**src/rtl/sds_pkg.sv**
```systemverilog
package sds_pkg;

    localparam int DataWidth  = 32;
    localparam int CountWidth = $clog2(DataWidth);

    typedef struct packed {
        logic signed [DataWidth-1:0] numerator;
        logic signed [DataWidth-1:0] denominator;
    } sds_in_t;

    typedef struct packed {
        logic signed [DataWidth-1:0] quotient;
        logic                        overflow;
        logic                        divide_by_zero;
    } sds_out_t;

    typedef struct packed {
        logic load;
        logic step;
    } sds_ctrl_t;

endpackage

```
**src/rtl/sds_cell.sv**
```systemverilog
module sds_cell
    import sds_pkg::*;
(
    input  logic      clk,
    input  sds_ctrl_t ctrl,
    input  logic      a_bit,
    input  logic      b_bit,
    input  logic      s_in,
    input  logic      q_in,
    input  logic      borrow_in,
    input  logic      sel,
    output logic      r_bit,
    output logic      q_bit,
    output logic      borrow_out
);

    logic r_reg;
    logic q_reg;
    logic d_reg;
    logic diff;

    // one bit of the trial subtraction, borrow ripples upward
    assign diff       = s_in ^ d_reg ^ borrow_in;
    assign borrow_out = (~s_in & d_reg) | (~(s_in ^ d_reg) & borrow_in);

    always_ff @(posedge clk)
    begin
        if (ctrl.load)
        begin
            r_reg <= 1'b0;
            q_reg <= a_bit;
            d_reg <= b_bit;
        end
        else if (ctrl.step)
        begin
            r_reg <= sel ? diff : s_in;
            q_reg <= q_in;
        end
    end

    assign r_bit = r_reg;
    assign q_bit = q_reg;

endmodule

```
**src/rtl/sds_row.sv**
```systemverilog
module sds_row
    import sds_pkg::*;
(
    input  logic                 clk,
    input  sds_ctrl_t            ctrl,
    input  logic [DataWidth-1:0] mag_a,
    input  logic [DataWidth-1:0] mag_b,
    output logic [DataWidth-1:0] mag_q
);

    logic [DataWidth-1:0] r_bits;
    logic [DataWidth-1:0] q_bits;
    logic [DataWidth-1:0] s_bits;
    logic [DataWidth-1:0] qin_bits;
    logic [DataWidth:0]   borrow;
    logic                 sel;

    assign borrow[0] = 1'b0;
    assign sel       = ~borrow[DataWidth];

    // shifted remainder takes the next dividend bit, quotient bit enters at the bottom
    assign s_bits   = {r_bits[DataWidth-2:0], q_bits[DataWidth-1]};
    assign qin_bits = {q_bits[DataWidth-2:0], sel};

    genvar i;
    generate
        for (i = 0; i < DataWidth; i++)
        begin : g_cell
            sds_cell u_cell (
                .clk        (clk),
                .ctrl       (ctrl),
                .a_bit      (mag_a[i]),
                .b_bit      (mag_b[i]),
                .s_in       (s_bits[i]),
                .q_in       (qin_bits[i]),
                .borrow_in  (borrow[i]),
                .sel        (sel),
                .r_bit      (r_bits[i]),
                .q_bit      (q_bits[i]),
                .borrow_out (borrow[i+1])
            );
        end
    endgenerate

    assign mag_q = q_bits;

endmodule

```
**src/rtl/signed_divider_saturating.sv**
```systemverilog
// Signed truncating divider with saturation. An operand pair is taken when start is
// high and busy is low; the quotient appears, after the divide and fix-up states, for
// one cycle with done high, and the receiver cannot stall it. The row of bit cells
// retires one quotient bit per cycle as a restoring divider on the operand magnitudes,
// followed by a sign fix-up state. busy drops in the cycle that done rises, so the next
// transfer may start while a result is shown. Most negative over minus one gives the
// largest positive value with overflow set; a zero divisor gives quotient zero with
// divide_by_zero set.
module signed_divider_saturating
    import sds_pkg::*;
(
    input  logic     clk,
    input  logic     rst_n,
    input  logic     start,
    input  sds_in_t  operands,
    output logic     busy,
    output logic     done,
    output sds_out_t result
);

    localparam logic [1:0] ST_IDLE = 2'd0;
    localparam logic [1:0] ST_DIV  = 2'd1;
    localparam logic [1:0] ST_FIX  = 2'd2;

    logic [1:0]            state_reg;
    logic [1:0]            state_next;
    logic [CountWidth-1:0] cnt_reg;
    logic [CountWidth-1:0] cnt_next;
    logic                  done_reg;
    logic                  done_next;
    logic                  neg_reg;
    logic                  dbz_reg;
    sds_out_t              result_reg;
    sds_out_t              result_next;

    logic [DataWidth-1:0]  num_u;
    logic [DataWidth-1:0]  den_u;
    logic [DataWidth-1:0]  mag_a;
    logic [DataWidth-1:0]  mag_b;
    logic [DataWidth-1:0]  mag_q;
    logic                  accept;
    sds_ctrl_t             ctrl;

    assign accept = start && (state_reg == ST_IDLE);
    assign num_u  = operands.numerator;
    assign den_u  = operands.denominator;
    assign mag_a  = num_u[DataWidth-1] ? (~num_u + DataWidth'(1)) : num_u;
    assign mag_b  = den_u[DataWidth-1] ? (~den_u + DataWidth'(1)) : den_u;

    assign ctrl.load = accept;
    assign ctrl.step = (state_reg == ST_DIV);

    sds_row u_row (
        .clk   (clk),
        .ctrl  (ctrl),
        .mag_a (mag_a),
        .mag_b (mag_b),
        .mag_q (mag_q)
    );

    always_comb
    begin
        state_next = state_reg;
        cnt_next   = cnt_reg;
        done_next  = 1'b0;
        unique case (state_reg)
            ST_IDLE:
            begin
                if (start)
                begin
                    state_next = ST_DIV;
                    cnt_next   = CountWidth'(DataWidth - 1);
                end
            end
            ST_DIV:
            begin
                cnt_next = cnt_reg - CountWidth'(1);
                if (cnt_reg == '0)
                begin
                    state_next = ST_FIX;
                end
            end
            ST_FIX:
            begin
                state_next = ST_IDLE;
                done_next  = 1'b1;
            end
            default:
            begin
                state_next = ST_IDLE;
            end
        endcase
    end

    // sign fix-up and the two special cases
    always_comb
    begin
        result_next.quotient       = mag_q;
        result_next.overflow       = 1'b0;
        result_next.divide_by_zero = 1'b0;
        if (dbz_reg)
        begin
            result_next.quotient       = '0;
            result_next.divide_by_zero = 1'b1;
        end
        else if (neg_reg)
        begin
            result_next.quotient = ~mag_q + DataWidth'(1);
        end
        else if (mag_q[DataWidth-1])
        begin
            result_next.quotient = {1'b0, {(DataWidth-1){1'b1}}};
            result_next.overflow = 1'b1;
        end
    end

    always_ff @(posedge clk or negedge rst_n)
    begin
        if (!rst_n)
        begin
            state_reg <= ST_IDLE;
            cnt_reg   <= '0;
            done_reg  <= 1'b0;
        end
        else
        begin
            state_reg <= state_next;
            cnt_reg   <= cnt_next;
            done_reg  <= done_next;
        end
    end

    always_ff @(posedge clk)
    begin
        if (accept)
        begin
            neg_reg <= num_u[DataWidth-1] ^ den_u[DataWidth-1];
            dbz_reg <= (den_u == '0);
        end
        if (state_reg == ST_FIX)
        begin
            result_reg <= result_next;
        end
    end

    assign busy   = (state_reg != ST_IDLE);
    assign done   = done_reg;
    assign result = result_reg;

endmodule

```
**config.mk**
```make
export PLATFORM = sky130hd
export DESIGN_NAME = signed_divider_saturating
export DESIGN_NICKNAME = d
export VERILOG_FILES = /design/src/rtl/sds_pkg.sv /design/src/rtl/sds_cell.sv /design/src/rtl/sds_row.sv /design/src/rtl/signed_divider_saturating.sv
export SDC_FILE = /design/constraint.sdc
export NUM_CORES = 1
export LEC_CHECK = 0
export ABC_AREA = 0
export BUFFER_PORTS_ARGS = -buffer_cell sky130_fd_sc_hd__buf_2
export CORE_MARGIN = 2
export CORE_UTILIZATION = 55
export DETAILED_ROUTE_END_ITERATION = 10
export GPL_TIMING_DRIVEN = 0
export PLACE_DENSITY_LB_ADDON = 0.1
export SLEW_MARGIN = 20
export SYNTH_ARGS = -nofsm -noshare
export SYNTH_HDL_FRONTEND = slang
export SYNTH_SLANG_ARGS = --single-unit
```
**constraint.sdc**
```tcl
create_clock -name clk -period 40.7 [get_ports clk]
set_input_delay 8.14 -clock clk [delete_from_list [all_inputs] [get_ports clk]]
set_output_delay 8.14 -clock clk [all_outputs]
set_load 0.005 [all_outputs]
```
==> flow_summary.json, run 1 <==
{
  "cts_resized": 0,
  "drive_gt1_share_pct": 16.8,
  "fp.dieW_um": 126,
  "p_leak_nw": 3.66,
  "antenna_cells": 0,
  "synthTopCellsByCount": "o21ai_0, edfxtp_1, nand2_1, nor2_1",
  "root_buffer": "clkbuf_16",
  "globalplace.congestion": 0.973,
  "grt_pass1_vias": 6440,
  "ant_nets": 0,
  "netlist_instances": 804,
  "final-setup-viol-count": 0,
  "rr_worst_depth": 39,
  "vias": 6540,
  "ys_ff_latch": 139,
  "avgSynthCellArea_um2": 10.1,
  "cts.clk_slew.worst_paths_ps": 60,
  "hold_ws_ps": 491,
  "cts_buffers": 17,
  "fmax_ghz": 0.0697,
  "synth_nets": 908,
  "largest_reg_flops": 34,
  "fin_skew_ps": 8.51,
  "ys_warn_count": 0,
  "area_delta_synth_final_pct": 16.7,
  "fin_crit_sh_pct": 35.3,
  "track_usage_pct": 24.4,
  "end_kind": "flop",
  "whs_endpoint": "u_row.g_cell[17].u_cell.r_bit",
  "power_density_nw_per_um2": 67.4,
  "wl_per_cell_um": 16.8,
  "period_needed_ps": 14360,
  "cts_num_sinks": 139,
  "grt_max_degree": 34,
  "r2r_slack_ps": 26340,
  "yosysTopAreaCellShare_pct": 37.0,
  "antenna_found_initial": 0,
  "outcome": "finished, final reports clean",
  "syn_area_um2": 8120,
  "dieArea_um2": 15800,
  "yosysUniqueCellTypes": 51,
  "start_util_pct": 56.1,
  "tns_ps": 0,
  "slew_viol_final": 0,
  "setup_slack_ps": 26340,
  "timing.rr.end": "u_row.g_cell[4].u_cell.r_bit",
  "r2r_start": "u_row.g_cell[31].u_cell.q_bit",
  "ir_worst_vdd_uv": 35.3,
  "hold_viol": 0,
  "clock_latency_ps": 420,
  "io_buffers": 102,
  "coreArea_um2": 14500,
  "slowest_stage": "edfxtp_1",
  "cts_setup_buffers": 0,
  "place_hpwl_um": 14400,
  "slowest_delay_ps": 520,
  "synth-async-reset-ratio_pct": 5.76,
  "wl_um": 18900,
  "cts_tree": "yes",
  "hp-class": "flop to flop",
  "overflow": 0,
  "route.detailed.drc": 0,
  "grt_pass1_wl_um": 30800,
  "worst-path-max-fanout": 10,
  "layout.nets": 1031,
  "viasPerCell": 5.82,
  "hold_depth": 2,
  "cap_violations": 0,
  "cts.path.max_buffers": 2,
  "post-place-ws_ps": 26520,
  "hold_buffers": 0,
  "yosysTopAreaCell": "edfxtp_1",
  "synth-edff-count": 100,
  "hp-start": "u_row.g_cell[17].u_cell.r_bit",
  "post-synth-top-count-cell": "o21ai_0",
  "arrival_ps": 14620,
  "startpoint_type": "flop",
  "crit_type": "flop to flop",
  "drt_iter0_markers": 600,
  "tightest_slew_ps": 802,
  "rsz0062_at_grt": "false",
  "ys.flop_type": "edfxtp_1",
  "first_pass_iters": 5,
  "die_y_um": 126,
  "slew_headroom_pct": 46.3,
  "ys_seq_area_share_pct": 47.1,
  "ioPinCount": 103,
  "required_ps": 40970,
  "fp-row-count": 44,
  "path_common_cell": "fa_1",
  "cts_htree_levels": 4,
  "synthTopCellsByArea": "edfxtp_1, dfxtp_1, fa_1"
}
==> per-layer routing <==
layer  vias up  wire length [um]  GRT usage [%]
met1      3095              7430           27.8
met5         -                 0              0
met3        56              1030           5.31
li1       3129                 -              -
met2       260              9780           43.8
met4         0               626           11.4
==> cells in the final DEF, fill, tap and decap left out, types with 19 or more instances in the layout <==
cell type,netlist,final
clkbuf_1,43,46
xor2_1,46,46
fa_1,30,30
dfxtp_1,31,31
nand3_1,34,34
edfxtp_1,100,100
nand2_1,90,89
nor2_1,50,50
o21ai_0,108,108
xnor2_1,38,38
buf_2,1,103
a211oi_1,26,26
inv_1,46,46
o31ai_1,19,19
==> worst max-delay path by stage <==
stage | start | endpoint | slack [ps] | cells after the start
after global placement | u_row.g_cell[31].u_cell.q_bit | u_row.g_cell[0].u_cell.r_bit | 26740 | 39
after detailed placement | u_row.g_cell[31].u_cell.q_bit | u_row.g_cell[11].u_cell.r_bit | 26520 | 39
after floorplan | u_row.g_cell[31].u_cell.q_bit | u_row.g_cell[21].u_cell.r_bit | 27830 | 39
after CTS | u_row.g_cell[31].u_cell.q_bit | u_row.g_cell[4].u_cell.r_bit | 26470 | 39
after global routing | u_row.g_cell[31].u_cell.q_bit | u_row.g_cell[26].u_cell.r_bit | 25920 | 39
final | u_row.g_cell[31].u_cell.q_bit | u_row.g_cell[4].u_cell.r_bit | 26340 | 39
==> report_power, final <==
group | total [mW] | switching, mW | leakage (nW) | internal [mW]
logic | 0.238 | 0.146 | 2.06 | 0.0915
registers | 0.254 | 0.0428 | 1.31 | 0.211
clock network | 0.148 | 0.0551 | 0.284 | 0.0925
==> kinds of logic after synthesis <==
| group | synth area share (%) |
|---|---|
| and+or+nand+nor | 16.3 |
| AOI/OAI and AO/OA | 14.5 |
| DFF | 47.1 |
| buffers and inverters | 4.31 |
| xor gates and xnor gates | 9.06 |
| adders and majority gates | 8.47 |
| muxes | 0.247 |
==> per-stage QoR <==
stage	util, %	cells	power, mW	instance area (um^2)
5_1_grt	65.4	1124	0.688	9480
3_5_place_dp	61.6	1092	0.487	8910
2_1_floorplan	-	804	0.413	8120
3_3_place_gp	61.2	1090	0.464	8860
4_1_cts	65.4	1124	0.637	9480
6_report	65.4	1124	0.639	9480
==> layout make-up <==
class,instances,area (um^2)
clock inverters,9,95.1
multi-input cells,572,3960
clock buffers,23,468
flip-flops and latches,139,3820
well taps,184,230
fillers,1132,5000
inverters,46,173
repair buffers,104,551
plain buffers,47,179
==> worst max-delay path, delay by kind of cell (launching register included) <==
kind / cells / cell delay [ps]
adders and majority gates: 31 / 12060
AOI/OAI and AO/OA: 3 / 710
and+or+nand+nor: 1 / 110
buffers and inverters: 4 / 790
DFF: 1 / 520
No activity file was read; power rests on OpenSTA's default activity.
==> run 2, diff against run 1 <==
- clock period: 40.7 -> 14.5 ns (I/O delays scaled with it)
==> run 2 against run 1 <==
- cell area about the same
- final cell count unchanged
- worst hold slack improved by 0.51 ps
- critical path depth unchanged
- clock-buffer cell count unchanged
- core utilization about the same
- via count decreased by 0.18%
- global-route usage unchanged
- largest power group unchanged
- highest routed layer unchanged
==> flow_summary.json, run 2 (same netlist as run 1, synthesis figures left out) <==
{
  "outcome": "finished, final reports clean",
  "grt_pass1_wl_um": 30800,
  "antenna_found_initial": 0,
  "hold_ws_ps": 492,
  "dieArea_um2": 15800,
  "slew_viol_final": 0,
  "m1WireLength_um": 7550,
  "slowest_stage": "edfxtp_1",
  "fmax_ghz": 0.0704,
  "layout.nets": 1031,
  "crit_type": "flop to flop",
  "ioPinCount": 103,
  "hold_viol": 0,
  "startpoint_type": "flop",
  "rsz0062_at_grt": "true",
  "wl_um": 18900,
  "cts_setup_buffers": 0,
  "viasPerCell": 5.81,
  "cts.clk_slew.worst_paths_ps": 60,
  "grt_pass1_vias": 6440,
  "placed_cell_area_um2": 8910,
  "cts_num_sinks": 139,
  "required_ps": 14770,
  "wl_per_cell_um": 16.8,
  "route.met3.wl_um": 896,
  "die_y_um": 126,
  "cap_violations": 0,
  "ir_worst_vdd_uv": 100,
  "layout_commonest_cell": "o21ai_0",
  "fp-row-count": 44,
  "period_needed_ps": 14200,
  "cts.path.max_buffers": 2,
  "io_buffers": 102,
  "grt_max_degree": 34,
  "fin_crit_sh_pct": 97.9,
  "vias": 6528,
  "wl_met2_um": 9810,
  "worst-path-max-fanout": 10,
  "tns_ps": 0,
  "power_density_nw_per_um2": 189,
  "antenna_cells": 0,
  "final-setup-viol-count": 0,
  "end_kind": "flop",
  "top_layer_used": "met4",
  "tightest_slew_ps": 793,
  "final_area_um2": 9480,
  "final_cell_mix": "o21ai_0, buf_2, edfxtp_1",
  "coreArea_um2": 14500,
  "hold_buffers": 0,
  "slew_headroom_pct": 46.9,
  "first_pass_iters": 6,
  "route.detailed.drc": 0,
  "track_usage_pct": 24.4,
  "cts_tree": "yes",
  "path_common_cell": "fa_1",
  "cts_buffers": 17,
  "place_hpwl_um": 14400,
  "fp.dieW_um": 126,
  "area_delta_synth_final_pct": 16.8,
  "cts_htree_levels": 4,
  "drt_iter0_markers": 564,
  "hp-class": "flop to flop",
  "arrival_ps": 14470,
  "root_buffer": "clkbuf_16",
  "cts_resized": 0,
  "drive_gt1_share_pct": 17.1,
  "p_leak_nw": 3.66,
  "globalplace.congestion": 0.973,
  "largest_reg_flops": 34,
  "slowest_delay_ps": 520,
  "fill_cells": 1134,
  "clock_latency_ps": 420,
  "fin_skew_ps": 7.25,
  "start_util_pct": 56.1,
  "overflow": 0,
  "ant_nets": 0
}
-- run 2: cell types whose count changed in the layout (fill, tap and decap cells not counted), sizes merged --
cell	change
buf	+1
clkbuf	-1
-- run 2: cell type report --
| type | instances | area, um^2 | share of cell area (%) |
|---|---|---|---|
| timing repair buffer | 104 | 551 | 5.81 |
| multi-input combinational | 572 | 3960 | 41.8 |
| clock inverter | 9 | 95.1 | 1.00 |
| inverter | 46 | 173 | 1.82 |
| tap | 184 | 230 | 2.43 |
| buffer | 47 | 181 | 1.91 |
| clock buffer | 23 | 468 | 4.94 |
| sequential | 139 | 3820 | 40.3 |
-- run 2: worst paths after layout --
check,from,endpoint,slack (ps),depth (start not counted)
max,u_row.g_cell[31].u_cell.q_bit,u_row.g_cell[11].u_cell.r_bit,300,39
min,u_row.g_cell[17].u_cell.r_bit,u_row.g_cell[17].u_cell.r_bit,490,2
max reg2reg,u_row.g_cell[31].u_cell.q_bit,u_row.g_cell[11].u_cell.r_bit,300,39
min reg2reg,u_row.g_cell[17].u_cell.r_bit,u_row.g_cell[17].u_cell.r_bit,490,2
max in group asynchronous,rst_n,cnt_reg[3],12020,1
min in group asynchronous,rst_n,done,2310,1
-- run 2: where the power goes --
group	switching, mW	internal (mW)
registers	0.120	0.592
logic	0.410	0.258
clock network	0.155	0.260
total	0.686	1.11
-- run 2: worst max-delay path: cells and delay by family (launching register included) --
kind	cells	cell delay, ps
fa+ha+maj	31	12040
buf+inv	4	790
compound gates	3	540
flops	1	520
simple gates	1	120
-- run 2: per-layer routing --
metal / global-route usage (%) / up-vias
li1: - / 3133
met1: 27.8 / 3115
met2: 43.8 / 226
met3: 5.31 / 54
met4: 11.4 / 0
met5: 0 / -
-- run 2: through the flow --
stage	util [%]	total power, mW	instances	setup slack, ps
6_report	65.5	1.80	1124	302
5_1_grt	65.5	1.93	1124	-62.4
4_1_cts	65.4	1.79	1124	275
3_5_place_dp	61.6	1.37	1092	323
3_3_place_gp	61.2	1.30	1090	535
2_1_floorplan	-	1.16	804	1630
